===== src/rtl/core/assert_macros.svh =====
// Assertion macros shared by the time sync RTL.
`ifndef ASSERT_MACROS_SVH
`define ASSERT_MACROS_SVH

// Check a property on every clock edge outside reset.
`define PTSC_ASSERT(label, clk, rst_n, prop, msg) \
	label: assert property (@(posedge clk) disable iff (!rst_n) (prop)) else $error(msg);

// Check that a condition implies another in the next cycle.
`define PTSC_ASSERT_NEXT(label, clk, rst_n, ante, cons, msg) \
	label: assert property (@(posedge clk) disable iff (!rst_n) (ante) |=> (cons)) \
		else $error(msg);

`endif


===== src/rtl/core/ptsc_pkg.sv =====
// Types and constants of the timestamp to caption time block.
`default_nettype none

package ptsc_pkg;

	localparam int PTS_W   = 33;
	localparam int SYNC_W  = 35;
	localparam int OP_W    = 36;
	localparam int CLK_W   = 24;
	localparam int DIV_W   = 46;
	localparam int MUL_A_W = 34;
	localparam int MUL_B_W = 32;
	localparam int PROD_W  = MUL_A_W + MUL_B_W;
	localparam int FRAC_W  = 16;
	localparam int FT_W    = 10 + MUL_B_W - FRAC_W;
	localparam int CFG_W   = 48;
	localparam int OUT_W   = 48;

	localparam logic [PTS_W-1:0] PTS_NONE = '1;

	localparam logic [6:0] UNKNOWN_LIMIT = 7'd100;
	localparam int GAP_LIMIT_MS = 100;
	localparam int MS_PER_S     = 1000;
	localparam int CAP_NUM      = 1001;
	localparam int CAP_DEN      = 30;

	localparam logic [1:0] REQ_FRAME   = 2'd0;
	localparam logic [1:0] REQ_CAPTION = 2'd1;
	localparam logic [1:0] REQ_START   = 2'd2;
	localparam logic [1:0] REQ_END     = 2'd3;

	localparam logic [1:0] KIND_UNKNOWN = 2'd0;
	localparam logic [1:0] KIND_I       = 2'd1;

	localparam logic [1:0] PH_NONE = 2'd0;
	localparam logic [1:0] PH_RCVD = 2'd1;
	localparam logic [1:0] PH_MIN  = 2'd2;

	localparam logic [2:0] CFG_SYNC_OFF    = 3'd1;
	localparam logic [2:0] CFG_RESYNC_OFF  = 3'd2;
	localparam logic [2:0] CFG_MAX_GAP     = 3'd3;
	localparam logic [2:0] CFG_CLOCK_HZ    = 3'd4;
	localparam logic [2:0] CFG_FRAME_TICKS = 3'd5;
	localparam logic [2:0] CFG_FRAME_MS    = 3'd6;
	localparam logic [2:0] CFG_GLOBAL_OFS  = 3'd7;

	typedef struct packed {
		logic             start;
		logic [DIV_W-1:0] dividend;
		logic [CLK_W-1:0] divisor;
	} div_req_t;

	typedef struct packed {
		logic               start;
		logic [MUL_A_W-1:0] a;
		logic [MUL_B_W-1:0] b;
	} mul_req_t;

endpackage

`default_nettype wire


===== src/rtl/core/ptsc_mul.sv =====
// Bit-serial shift-add multiplier, one multiplier bit per cycle.
`default_nettype none

module ptsc_mul (
	input  wire logic                                          clk,
	input  wire logic                                          arst_n,
	input  wire ptsc_pkg::mul_req_t                            req,
	output logic                                               done,
	output logic [ptsc_pkg::PROD_W-ptsc_pkg::FRAC_W-1:0]       prod
);

	localparam int AW = ptsc_pkg::MUL_A_W;
	localparam int BW = ptsc_pkg::MUL_B_W;
	localparam int PW = ptsc_pkg::PROD_W;
	localparam int CW = $clog2(BW);

	logic          busy_q;
	logic          done_q;
	logic [CW-1:0] cnt_q;
	logic [AW-1:0] a_q;
	logic [PW-1:0] p_q;
	logic [AW:0]   upper;

	assign upper = {1'b0, p_q[PW-1:BW]} + (p_q[0] ? {1'b0, a_q} : '0);

	always_ff @(posedge clk or negedge arst_n) begin
		if (!arst_n) begin
			busy_q <= 1'b0;
			done_q <= 1'b0;
			cnt_q  <= '0;
		end else begin
			done_q <= 1'b0;
			if (req.start) begin
				busy_q <= 1'b1;
				cnt_q  <= CW'(BW - 1);
			end else if (busy_q) begin
				if (cnt_q == '0) begin
					busy_q <= 1'b0;
					done_q <= 1'b1;
				end else begin
					cnt_q <= cnt_q - CW'(1);
				end
			end
		end
	end

	always_ff @(posedge clk) begin
		if (req.start) begin
			a_q <= req.a;
			p_q <= {{AW{1'b0}}, req.b};
		end else if (busy_q) begin
			p_q <= {upper, p_q[BW-1:1]};
		end
	end

	assign done = done_q;
	assign prod = p_q[PW-1:ptsc_pkg::FRAC_W];

endmodule

`default_nettype wire


===== config.mk =====
export PLATFORM = sky130hd
export DESIGN_NAME = ptsc_mul
export DESIGN_NICKNAME = d
export VERILOG_FILES = /design/src/rtl/core/assert_macros.svh /design/src/rtl/core/ptsc_pkg.sv /design/src/rtl/core/ptsc_mul.sv
export SDC_FILE = /design/constraint.sdc
export NUM_CORES = 1
export LEC_CHECK = 0
export BUFFER_PORTS_ARGS = -buffer_cell sky130_fd_sc_hd__buf_2
export CAP_MARGIN = 20
export CORE_ASPECT_RATIO = 0.9
export CORE_MARGIN = 2
export CORE_UTILIZATION = 51
export DETAILED_ROUTE_END_ITERATION = 10
export PLACE_DENSITY = 0.85
export SETUP_SLACK_MARGIN = 0.2
export SYNTH_ARGS = -nofsm -noshare
export SYNTH_HDL_FRONTEND = slang
export SYNTH_SLANG_ARGS = --single-unit

===== constraint.sdc =====
create_clock -name clk -period 2.59 [get_ports clk]
set_input_delay 0.259 -clock clk [delete_from_list [all_inputs] [get_ports clk]]
set_output_delay 0.259 -clock clk [all_outputs]
set_load 0.02 [all_outputs]

; Word-level counts from Yosys, hierarchy flattened
; Cells that the tools add are included.
; W data, S select, Z words.
[op_classes]
n_eq_ne = 1
add_sub_neg = 2
n_mux = 12
reduce_logical = 3
[ops]
columns = operator, count
row1 = $mux W32, 2
row2 = $add A34 B34 Y35, 1
row3 = $mux W34, 1
row4 = $mux W5, 3
row5 = $mux W1, 6
row6 = $logic_not A5 Y1, 1
row7 = $sub A5 B1 Y5 const B, 1
row8 = $ne A2 B2 Y1 const B, 1
row9 = $reduce_and A2 Y1, 1
row10 = $reduce_bool A2 Y1, 1
[totals]
register_bits = 107

; Depth between registers and ports, before layout
[depth]
depth_word = 4
depth_mapped = 11
depth_no_buf = 11

; Worst setup path before layout
; Ideal clock, no wire load.
[synth_timing]
path_kind = reg2reg
from = register p_q[0]
to = register p_q[62]
t_arrival_ps = 2531
n_path_buf = 1
setup_slack_ps = -59
path_stages_with_launch = 11
t_required_ps = 2473
cell_sequence = edfxtp_1 -> clkbuf_1 -> and2_1 -> ha_1 -> and3_1 -> and2_4 -> a21oi_2 -> o41ai_1 -> a211o_1 -> or3_1 -> a32o_1
[synth_via]
elab_chain_len = 2
[synth_lines]
columns = item, line_no
row1 = from (decl), ptsc_mul.sv:21  ; logic [PW-1:0] p_q;
row2 = from (signal assigned), ptsc_mul.sv:50  ; p_q <= {{AW{1'b0}}, req.b};
row3 = from (signal assigned), ptsc_mul.sv:52  ; p_q <= {upper, p_q[BW-1:1]};
row4 = $mux W34, ptsc_mul.sv:24  ; assign upper = {1'b0, p_q[PW-1:BW]} + (p_q[0] ? {1'b0, a_q} : '0);
row5 = $add A34 B34 Y35, ptsc_mul.sv:24
; Every way passes these cells.
; A chain may end at the register's enable or synchronous reset.

; Final worst setup path
[layout_timing]
from = register p_q[0]
to = register p_q[57]
; The elaborated chain is that of the path after synthesis.

==> metrics.yaml <==
place:
  dpl.hpwl_mm: 10.9
  portBuffers: 119
  dpl_cell_area_sq_mm: 0.00728
  gp_congestion: 0.930
min_path:
  worstHoldStart: "req[46]"
  hold_depth: 1
  min_to: "a_q[14]"
  hold_path.class: "in -> reg"
sta:
  clock_skew_ps: 9.76
  finalSetupViolCount: 5
  finalHoldViolations: 0
  worst_pin_slew_ps: 548
  relSlewSlack: 0.633
  finalCritPeriodShare: 1.06
  rsz0062_at_grt: "true"
  whs_ps: 64.1
  slew_violations: 0
  clock.fmax_mhz: 364
  setup_tns_ps: -487
  fin_crit_ps: 2750
  setup_ws_ps: -158
clocking:
  worstSkewPairLatency_ps: 370
  clockBufferDepth: 2
  tritoncts: "done"
  cts.sinks: 107
  h-tree-depth: 3
  root_buffer: "clkbuf_16"
  clkTransAtPathRegs_ps: 80
  cts_made_buffers: 9
setup_path:
  critPathCaptureType: "flop"
  reg2reg_from: "p_q[0]"
  crit_type: "reg -> reg"
  path_max_fanout: 3
  worstRegToRegCells: 12
  cp.required_ps: 2860
  regToRegSetupSlack_ps: -160
  arrival_ps: 3020
  setup.worst_path.start: "p_q[0]"
  start_kind: "flop"
  r2r-end: "p_q[57]"
cells_and_area:
  final_cell_area_sq_mm: 0.00832
  seqCellArea_sq_mm: 0.00284
  antenna_cells: 0
  areaGrowthSynthToFinish_pct: 32.5
  multi_input_area_sq_mm: 0.00364
  final_util: 0.692
  fillers: 837
  drive_gt1_frac: 0.465
  layout.nets: 873
power_and_ir_drop:
  power_frac_seq: 0.365
  leakagePower_nw: 3.52
  pwr-share-comb: 0.417
  switching_share: 0.360
  switching_power_mw: 2.25
  ir_drop_mv: 0.515
  power_mw: 6.25
  power_frac_clock: 0.218
  power_density_mw_per_mm2: 751
  internal_power_mw: 4.00
floorplanning:
  initial_core_util: 0.522
  die_w_microns: 121
  die_h_microns: 109
  die-area_sq_mm: 0.0132
  ios: 120
  design.core.area_sq_mm: 0.0120
  num_rows: 38
synthesis:
  ys_types: 59
  synthMuxAreaShare: 0.0749
  netlist_area_sq_mm: 0.00628
  yosys_warnings: 0
  synth_ff_type: "edfxtp_1"
  synthAdderAreaFrac: 0.0749
  synth_compound_area_frac: 0.140
  syn-num-nets: 723
  syn_avg_cell_area_sq_um: 10.2
  synth-edff-count: 66
  synth_xor_area_frac: 0.0363
  ys_seq_area_frac: 0.452
  ys_seq_elements: 107
  syn_inst: 617
  synth-simple-area-share: 0.141
  synth_top_family_by_area: "simple AND/OR/NAND/NOR gates"
  postSynth.asyncResetShare: 0.0654
detailed_routing:
  avgViaCountPerCell: 5.56
  dr_total_vias: 5184
  postRouteAntennaNets: 0
  first_pass_iters: 5
  wl_mm: 16.0
  first_iter_violations: 361
  drc: 0
  wl_per_cell_microns: 17.2
global_routing:
  grt_pass1_wl_mm: 24.6
  grt_max_degree: 36
  grt_usage: 0.238
  grt_pass1_vias: 5137
  grt_antenna_before_repair: 0
  grt_overflow_total: 0
status:
  outcome: "complete, but fails checks"
  violations: "setup timing"
run:
  maxCapViolCount: 0
==> layer usage <==
layer | global-route usage | vias to the layer above | wire (microns)
li1 | - | 2494 | -
met1 | 0.291 | 2520 | 6790
met2 | 0.415 | 138 | 8170
met3 | 0.0539 | 32 | 648
met4 | 0.0831 | 0 | 404
met5 | 0 | - | 0
==> layout make-up <==
| type | instances | share of cell area |
|---|---|---|
| clock buffers | 10 | 0.0275 |
| clock inverters | 6 | 0.00677 |
| inverters | 13 | 0.00587 |
| multi-input cells | 428 | 0.438 |
| flip-flops and latches | 107 | 0.341 |
| well taps | 160 | 0.0241 |
| repair buffers | 208 | 0.157 |
==> how the worst max path moves through the flow <==
stage	endpoint	slack (ps)	depth (start not counted)
2_1_floorplan	p_q[62]	-8	11
3_3_place_gp	p_q[62]	-150	10
3_5_place_dp	p_q[57]	-240	12
4_1_cts	p_q[62]	-100	10
5_1_grt	p_q[57]	-260	12
6_report	p_q[57]	-160	12
==> layout by cell type, fill, tap and decap left out, types with 10 or more instances in the layout <==
cell type / netlist / final
dfxtp_1: 34 / 34
inv_1: 13 / 11
ha_4: 0 / 25
buf_4: 50 / 81
and2_1: 33 / 28
o21ai_0: 30 / 18
nand3_1: 11 / 10
a21oi_2: 3 / 18
buf_2: 1 / 118
nand2_1: 51 / 45
o21ai_1: 9 / 13
edfxtp_1: 66 / 66
nor2_1: 51 / 48
a21oi_1: 37 / 21
xor2_1: 19 / 17
mux2i_1: 11 / 11
mux2_2: 32 / 32
==> synth_stat cells, types with 8 or more instances <==
cell type / number / area (sq um)
o21ai_0: 30 / 150
dfxtp_1: 34 / 681
clkbuf_1: 16 / 60.1
nand2_1: 51 / 191
ha_1: 36 / 450
o21ai_1: 9 / 45.0
edfxtp_1: 66 / 1980
mux2_2: 32 / 360
nand3_1: 11 / 55.1
a31oi_1: 8 / 50.1
mux2i_1: 11 / 110
and2_1: 33 / 206
inv_1: 13 / 48.8
nor2_1: 51 / 191
a21oi_1: 37 / 185
buf_4: 50 / 375
xor2_1: 19 / 166
==> power by group through the flow <==
stage	clock, mW	sequential, mW	combinational [mW]
after floorplan	0	2.22	1.54
after global placement	0	2.26	2.08
after detailed placement	0	2.27	2.13
after CTS	1.39	2.26	2.41
after global routing	1.44	2.31	2.81
final	1.36	2.28	2.60
==> stage by stage <==
stage,std cells,worst slack [ps]
floorplan,617,-7.92
global placement,906,-149
detailed placement,906,-239
CTS,928,-95.6
global route,932,-260
finish,932,-158
==> cells by family (layout without fill, tap and decap cells) <==
family          after synthesis  count (layout)
compound gates              137             137
flops                       107             107
mux                          43              43
buf+inv                      82             237
fa+ha+maj                    37              37
simple gates                185             185
xor+xnor                     26              26
==> sequential cells by signal, summed over array words and instances (netlist names) <==
name	count
cnt_q	5
p_q	66
done	1
a_q	34
busy_q	1
==> worst max-delay path, cell delays in order, from the launching register on <==
cell and delay, ps:
edfxtp_1 460, and2_1 180, ha_2 200, inv_2 40, fa_2 350, nand2b_4 170, a21oi_4 200, o21ai_2 130
a211oi_2 280, buf_4 160, o21ai_1 100, and3_1 210, o31ai_2 180
==> timing repair <==
item | 4_1_cts | 5_1_grt
endpoints found under the hold margin | 7 | 0
resized for setup | 88 | 37
endpoints found under the setup margin | 26 | 27
pin swaps | 12 | 18
setup buffers | 5 | 4
hold buffers | 1 | 0
(Power assumes the default switching activity.)
