[src/rtl/core/assert_macros.svh]
// Assertion macros shared by the time sync RTL.
`ifndef ASSERT_MACROS_SVH
`define ASSERT_MACROS_SVH

// Check a property on every clock edge outside reset.
`define PTSC_ASSERT(label, clk, rst_n, prop, msg) \
	label: assert property (@(posedge clk) disable iff (!rst_n) (prop)) else $error(msg);

// Check that a condition implies another in the next cycle.
`define PTSC_ASSERT_NEXT(label, clk, rst_n, ante, cons, msg) \
	label: assert property (@(posedge clk) disable iff (!rst_n) (ante) |=> (cons)) \
		else $error(msg);

`endif

[src/rtl/core/ptsc_pkg.sv]
// Types and constants of the timestamp to caption time block.
`default_nettype none

package ptsc_pkg;

	localparam int PTS_W   = 33;
	localparam int SYNC_W  = 35;
	localparam int OP_W    = 36;
	localparam int CLK_W   = 24;
	localparam int DIV_W   = 46;
	localparam int MUL_A_W = 34;
	localparam int MUL_B_W = 32;
	localparam int PROD_W  = MUL_A_W + MUL_B_W;
	localparam int FRAC_W  = 16;
	localparam int FT_W    = 10 + MUL_B_W - FRAC_W;
	localparam int CFG_W   = 48;
	localparam int OUT_W   = 48;

	localparam logic [PTS_W-1:0] PTS_NONE = '1;

	localparam logic [6:0] UNKNOWN_LIMIT = 7'd100;
	localparam int GAP_LIMIT_MS = 100;
	localparam int MS_PER_S     = 1000;
	localparam int CAP_NUM      = 1001;
	localparam int CAP_DEN      = 30;

	localparam logic [1:0] REQ_FRAME   = 2'd0;
	localparam logic [1:0] REQ_CAPTION = 2'd1;
	localparam logic [1:0] REQ_START   = 2'd2;
	localparam logic [1:0] REQ_END     = 2'd3;

	localparam logic [1:0] KIND_UNKNOWN = 2'd0;
	localparam logic [1:0] KIND_I       = 2'd1;

	localparam logic [1:0] PH_NONE = 2'd0;
	localparam logic [1:0] PH_RCVD = 2'd1;
	localparam logic [1:0] PH_MIN  = 2'd2;

	localparam logic [2:0] CFG_SYNC_OFF    = 3'd1;
	localparam logic [2:0] CFG_RESYNC_OFF  = 3'd2;
	localparam logic [2:0] CFG_MAX_GAP     = 3'd3;
	localparam logic [2:0] CFG_CLOCK_HZ    = 3'd4;
	localparam logic [2:0] CFG_FRAME_TICKS = 3'd5;
	localparam logic [2:0] CFG_FRAME_MS    = 3'd6;
	localparam logic [2:0] CFG_GLOBAL_OFS  = 3'd7;

	typedef struct packed {
		logic             start;
		logic [DIV_W-1:0] dividend;
		logic [CLK_W-1:0] divisor;
	} div_req_t;

	typedef struct packed {
		logic               start;
		logic [MUL_A_W-1:0] a;
		logic [MUL_B_W-1:0] b;
	} mul_req_t;

endpackage

`default_nettype wire

[src/rtl/core/ptsc_div.sv]
// Bit-serial restoring divider, one quotient bit per cycle.
`default_nettype none

module ptsc_div (
	input  wire logic                          clk,
	input  wire logic                          arst_n,
	input  wire ptsc_pkg::div_req_t            req,
	output logic                               done,
	output logic [ptsc_pkg::DIV_W-1:0]         quot
);

	localparam int DW = ptsc_pkg::DIV_W;
	localparam int VW = ptsc_pkg::CLK_W;
	localparam int CW = $clog2(DW);

	logic          busy_q;
	logic          done_q;
	logic [CW-1:0] cnt_q;
	logic [VW-1:0] rem_q;
	logic [VW-1:0] dvs_q;
	logic [DW-1:0] quo_q;
	logic [VW:0]   trial;
	logic [VW:0]   diff;
	logic          fits;

	assign trial = {rem_q, quo_q[DW-1]};
	assign diff  = trial - {1'b0, dvs_q};
	assign fits  = trial >= {1'b0, dvs_q};

	always_ff @(posedge clk or negedge arst_n) begin
		if (!arst_n) begin
			busy_q <= 1'b0;
			done_q <= 1'b0;
			cnt_q  <= '0;
		end else begin
			done_q <= 1'b0;
			if (req.start) begin
				busy_q <= 1'b1;
				cnt_q  <= CW'(DW - 1);
			end else if (busy_q) begin
				if (cnt_q == '0) begin
					busy_q <= 1'b0;
					done_q <= 1'b1;
				end else begin
					cnt_q <= cnt_q - CW'(1);
				end
			end
		end
	end

	always_ff @(posedge clk) begin
		if (req.start) begin
			rem_q <= '0;
			dvs_q <= req.divisor;
			quo_q <= req.dividend;
		end else if (busy_q) begin
			rem_q <= fits ? diff[VW-1:0] : trial[VW-1:0];
			quo_q <= {quo_q[DW-2:0], fits};
		end
	end

	assign done = done_q;
	assign quot = quo_q;

endmodule

`default_nettype wire

[config.mk]
export PLATFORM = sky130hd
export DESIGN_NAME = ptsc_div
export DESIGN_NICKNAME = d
export VERILOG_FILES = /design/src/rtl/core/assert_macros.svh /design/src/rtl/core/ptsc_pkg.sv /design/src/rtl/core/ptsc_div.sv
export SDC_FILE = /design/constraint.sdc
export NUM_CORES = 1
export LEC_CHECK = 0
export BUFFER_PORTS_ARGS = -buffer_cell sky130_fd_sc_hd__buf_2
export CAP_MARGIN = 20
export CORE_MARGIN = 5
export CORE_UTILIZATION = 44
export DETAILED_ROUTE_END_ITERATION = 12
export PLACE_DENSITY = 0.65
export SLEW_MARGIN = 5
export SYNTH_ARGS = -nofsm -noshare
export SYNTH_HDL_FRONTEND = slang
export SYNTH_SLANG_ARGS = --single-unit
[constraint.sdc]
create_clock -name clk -period 3.1 [get_ports clk]
set_input_delay 0.31 -clock clk [delete_from_list [all_inputs] [get_ports clk]]
set_output_delay 0.31 -clock clk [all_outputs]
set_load 0.02 [all_outputs]
# == Word-level counts from Yosys, hierarchy flattened ==
# Cells that the tools add are included.
# totals
latch_bits,0
in_bits,73
wordCells,25
register_bits,102
n_memories,0
mem_bits_rw,0
romBits,0
# op_classes
muxes,12
div_mod_pow,0
n_mul,0
n_shift,0
bitwise,0
n_reduce_logical,3
n_eq_ne,1
order_cmp,1
addsub,2
# op_table
cell,count
46-bit 2-to-1 mux,2
25-bit by 24-bit >= comparator with 1-bit output,1
24-bit 2-to-1 mux,1
24-bit subtractor,1
6-bit 2-to-1 mux,3
6-bit logical NOT,1
1-bit 2-to-1 mux,6
6-bit by 1-bit subtractor with 6-bit output (second input constant),1
2-bit inequality test (second input constant),1
2-bit AND reduction,1
2-bit nonzero test,1

# == Longest topological paths before layout ==
# logic_depth
depth_word,4
depth_mapped,13
depth_no_buf,11

# == Least setup slack after synthesis ==
# Ideal clock, no wire load.
# synth_path
path_kind,register to register
from,register dvs_q[1]
to,register quo_q[0] (netlist: quot[0]) (data pin)
n_path_buf,2
path_slack_ns,0.620
arrival_ns,2.220
period_less_slack_ns,2.480
stages_incl_launch_ff,12
cell_sequence,edfxtp_1 -> inv_1 -> ha_1 -> nor2b_1 -> o21bai_1 -> a31o_1 -> a21o_1 -> a21oi_2 -> or3_1 -> buf_6 -> buf_8 -> mux2_2
# synth_between
elab_chain_cells,3
# synth_lines
item,line_no,rtl
start: declaration,ptsc_div.sv:20,logic [VW-1:0] dvs_q;
start signal: assignment,ptsc_div.sv:54,dvs_q <= req.divisor;
25-bit by 24-bit >= comparator with 1-bit output,ptsc_div.sv:28,"assign fits = trial >= {1'b0, dvs_q};"
46-bit 2-to-1 mux,ptsc_div.sv:56,end else if (busy_q) begin
46-bit 2-to-1 mux,ptsc_div.sv:52,if (req.start) begin
end signal: assignment,ptsc_div.sv:55,quo_q <= req.dividend;
end signal: assignment,ptsc_div.sv:58,"quo_q <= {quo_q[DW-2:0], fits};"
end: declaration,ptsc_div.sv:21,logic [DW-1:0] quo_q;
# No other way between the ends. The select of a mux whose other input is x is not followed.
# A chain may end at the register's enable or synchronous reset.

# == Final worst setup path ==
# layout_path
from,register dvs_q[22]
to,register rem_q[1]
# layout_between
elab_chain_cells,2
# layout_lines
item,line_no,rtl
25-bit by 24-bit >= comparator with 1-bit output,ptsc_div.sv:28,
24-bit 2-to-1 mux,ptsc_div.sv:57,rem_q <= fits ? diff[VW-1:0] : trial[VW-1:0];
end signal: assignment,ptsc_div.sv:57,
end: declaration,ptsc_div.sv:19,logic [VW-1:0] rem_q;
# No other way between the ends.

==> impl_metrics.xml <==
<?xml version="1.0" encoding="UTF-8"?>
<metrics>
  <group name="global_routing">
    <metric name="antenna_found_initial" unit="">0</metric>
    <metric name="grt_max_degree" unit="">69</metric>
    <metric name="grt_pass1_vias" unit="">4294</metric>
    <metric name="grt_first_pass_wirelength" unit="mm">20.94</metric>
    <metric name="globalRouteOverflowTotal" unit="">0</metric>
    <metric name="gr_usage_total" unit="%">17.81</metric>
  </group>
  <group name="hold_path">
    <metric name="timing.hold.worst.class" unit="">input pin to register</metric>
    <metric name="hold-path-cell-count" unit="">1</metric>
  </group>
  <group name="clock_tree">
    <metric name="cts.path.max_buffers" unit="">2</metric>
    <metric name="cts_buffers" unit="">9</metric>
    <metric name="worst_skew_pair.late_latency" unit="ps">350</metric>
    <metric name="clock_transition_at_path_regs" unit="ps">70</metric>
    <metric name="htreeDepth" unit="">3</metric>
    <metric name="ctsHoldBuffers" unit="">1</metric>
    <metric name="cts_setup_buffers" unit="">0</metric>
    <metric name="cts.sink_count" unit="">102</metric>
    <metric name="clock_tree.root_cell" unit="">clkbuf_16</metric>
    <metric name="post_cts.resized_instances" unit="">0</metric>
    <metric name="tritoncts" unit="">built</metric>
  </group>
  <group name="synthesis">
    <metric name="synth.yosys.warnings" unit="">0</metric>
    <metric name="synth-adder-area-share" unit="%">6.205</metric>
    <metric name="synth_simple_gate_area_share" unit="%">11.60</metric>
    <metric name="synth.ff_latch_count" unit="">102</metric>
    <metric name="main_combinational_cell_family_by_area_after_synthesis" unit="">compound AO/OA/AOI/OAI gates</metric>
    <metric name="yosys_most_used_dff" unit="">edfxtp_1</metric>
    <metric name="synth.mux.area_fraction" unit="%">12.23</metric>
    <metric name="synth_cell_type_count" unit="">62</metric>
    <metric name="postSynthCellCount" unit="">501</metric>
    <metric name="synth-seq-area-share" unit="%">50.00</metric>
    <metric name="postSynthNetCount" unit="">601</metric>
    <metric name="mapped_cell_area" unit="mm^2">0.005565</metric>
    <metric name="synth_top_cell_by_area" unit="">edfxtp_1</metric>
    <metric name="synth_compound_gate_area_share" unit="%">12.25</metric>
    <metric name="synthDominantCellAreaShare" unit="%">37.77</metric>
    <metric name="syn_area_per_cell" unit="um^2">11.11</metric>
    <metric name="ys_top_cells_by_area" unit="">edfxtp_1 38%, mux2_2 9.5%, dfxtp_1 8.6%</metric>
    <metric name="asyncSetResetFlopFracSynth" unit="%">7.843</metric>
    <metric name="synth_xor_xnor_area_share" unit="%">2.990</metric>
    <metric name="number_of_enable_flip_flop_cells_after_synthesis" unit="">70</metric>
  </group>
  <group name="critical_path">
    <metric name="cpPeakStageDelay" unit="ps">470</metric>
    <metric name="critical_path.startpoint_type" unit="">register</metric>
    <metric name="worst_ep_required_time" unit="ps">3370</metric>
    <metric name="cp_data_arrival_time" unit="ps">2950</metric>
    <metric name="critical_path.max_fanout" unit="">22</metric>
    <metric name="cp_common_cell" unit="">nand2_1</metric>
    <metric name="crit_type" unit="">register to register</metric>
    <metric name="crit_path_capture_type" unit="">register</metric>
    <metric name="slowest_stage" unit="">or3_1</metric>
    <metric name="crit_chain" unit="">inv_1 &gt; ha_1 &gt; nand2_1 &gt; nand2b_1 &gt; a211oi_1 &gt; nand2_1 &gt; or3_1 &gt; buf_12 &gt; mux2_1 &gt; o22ai_1</metric>
    <metric name="worst_r2r_path_depth" unit="">10</metric>
  </group>
  <group name="sta">
    <metric name="skew" unit="ps">9.370</metric>
    <metric name="max_slew.worst_pin.slew" unit="ps">593.9</metric>
    <metric name="setup-tns-final" unit="ps">0</metric>
    <metric name="grt_setup_unrepaired" unit="">no</metric>
    <metric name="worst_slew_margin_rel" unit="%">60.41</metric>
    <metric name="post-route-period-util" unit="%">86.57</metric>
    <metric name="max_clock_freq" unit="MHz">372.6</metric>
    <metric name="finalHoldWorstSlack" unit="ps">129.7</metric>
    <metric name="final-hold-violation-count" unit="">0</metric>
    <metric name="drv_slew" unit="">0</metric>
    <metric name="number_of_setup_violations_in_the_final_report" unit="">0</metric>
    <metric name="worst_setup_slack_final" unit="ps">416.3</metric>
    <metric name="finalCriticalPeriod" unit="ps">2684</metric>
  </group>
  <group name="cells_and_area">
    <metric name="fin_util" unit="%">52.83</metric>
    <metric name="n_antenna_cell" unit="">0</metric>
    <metric name="syn2layout_area_growth" unit="%">18.82</metric>
    <metric name="drive_gt1_share" unit="%">31.24</metric>
    <metric name="fin_nets" unit="">716</metric>
  </group>
  <group name="power_and_ir_drop">
    <metric name="vdd.ir_drop.worst" unit="uV">369.2</metric>
    <metric name="p_per_area" unit="mW/mm^2">768.2</metric>
    <metric name="power.static_leakage" unit="uW">0.002809</metric>
    <metric name="report.power.total" unit="uW">5080</metric>
  </group>
  <group name="detailed_routing">
    <metric name="drt_iter0_drc" unit="">240</metric>
    <metric name="route.vias.total" unit="">4176</metric>
    <metric name="viasPerCell" unit="">5.266</metric>
    <metric name="wl_per_cell" unit="um">15.92</metric>
    <metric name="drc" unit="">0</metric>
    <metric name="antenna_left" unit="">0</metric>
    <metric name="first_pass_iters" unit="">5</metric>
    <metric name="drt-total-wl" unit="mm">12.62</metric>
  </group>
  <group name="placement">
    <metric name="place_ws" unit="ps">448.6</metric>
    <metric name="routability_cong" unit="">0.8920</metric>
    <metric name="placement.io_buffers" unit="">119</metric>
    <metric name="dp_hpwl" unit="mm">9.228</metric>
  </group>
  <group name="die">
    <metric name="core_area" unit="mm^2">0.01252</metric>
    <metric name="dieHeight" unit="um">122.5</metric>
    <metric name="dieArea" unit="mm^2">0.01500</metric>
    <metric name="die_width" unit="um">122.5</metric>
    <metric name="num_rows" unit="">41</metric>
    <metric name="num_io_pins" unit="">120</metric>
    <metric name="floorplan.initialDensity" unit="%">44.46</metric>
  </group>
  <group name="run">
    <metric name="drv.max_cap_violation_count" unit="">0</metric>
  </group>
  <group name="outcome">
    <metric name="outcome" unit="">finished, final reports clean</metric>
  </group>
</metrics>
==> metal layers <==
layer	wire (um)	vias to the layer above	track usage (%)
met5	0	-	0
met4	292	0	8.328
met3	847	18	5.161
met2	6091	101	29.17
met1	5390	1989	21.68
li1	-	2068	-
==> final timing paths <==
path	slack (ps)	start	end
worst min-delay path	130	req[18]	dvs_q[18]$_DFFE_PP_
worst max register to register	420	dvs_q[22]$_DFFE_PP_	rem_q[1]$_SDFFE_PP0P_
max in group asynchronous	2580	arst_n	cnt_q[2]$_DFFE_PN0P_
worst max-delay path	420	dvs_q[22]$_DFFE_PP_	rem_q[1]$_SDFFE_PP0P_
worst min register to register	510	rem_q[7]$_SDFFE_PP0P_	rem_q[7]$_SDFFE_PP0P_
min in group asynchronous	330	arst_n	busy_q$_DFF_PN0_
==> state kept, by name, indices dropped and copies added (netlist names) <==
signal	flops
busy_q	1
cnt_q	6
done	1
dvs_q	24
quot	46
rem_q	24
==> cells in the final DEF, fill, tap and decap left out, types with 3 or more instances in the layout <==
cell type and count:
inv_6 3, xnor2_1 12, nor3_1 4, mux2i_1 14, dfxtp_1 24, nand2b_1 9
ha_1 26, nand4_1 6, nand3b_1 3, a21o_1 9, o21ai_0 16, nor4_1 4
a211oi_1 17, nor3b_1 3, nor2_1 42, a21oi_1 20, xor2_1 7, nand2_1 29
buf_2 118, or3_1 3, mux2_2 47, edfxtp_1 70, clkbuf_16 9, nor2b_1 6
nand3_1 12, o22ai_1 3, o21a_1 3, buf_4 5, inv_1 36, dfrtp_1 8
and3_1 3, a311oi_1 5
==> final cells by class <==
class                      instances  area [um^2]
fill                            1175         5904
clock inverter                     6        45.04
timing repair buffer             126        678.2
tap                              172        215.2
clock buffer                      10        229.0
inverter                          38        142.6
multi-input combinational        339         2520
sequential                       102         2783
==> cells in the mapped netlist, drive strengths merged, types with 7 or more instances <==
cell    count
edfxtp     70
mux2       48
nor2       42
inv        38
nand2      29
ha         26
dfxtp      24
a21oi      21
a211oi     18
clkbuf     17
o21ai      17
mux2i      14
nand3      12
xnor2      12
a21o        9
nand2b      9
dfrtp       8
xor2        7
==> cell families (layout without fill, tap and decap cells) <==
kind of cell	Yosys count	count (layout)
DFF	102	102
and+or+nand+nor	132	132
buffers and inverters	60	180
xor gates and xnor gates	19	19
AOI/OAI and AO/OA	99	99
muxes	62	62
adders and majority gates	27	27
==> where the power goes <==
part	switching, uW	internal (uW)
logic	1150	935
clock network	520	553
registers	186	1730
total	1860	3220
==> worst max-delay path, delay by kind of cell (launching register included) <==
kind	cells	cell delay (ps)
buffers and inverters	2	250
DFF	1	350
AOI/OAI and AO/OA	2	460
and+or+nand+nor	4	880
adders and majority gates	1	350
muxes	1	320
==> metrics by stage <==
step	cells	area [um^2]
3_5_place_dp	776	6329
5_1_grt	793	6613
4_1_cts	793	6613
2_1_floorplan	501	5565
3_3_place_gp	776	6329
6_report	793	6613
(Power assumes the default switching activity.)
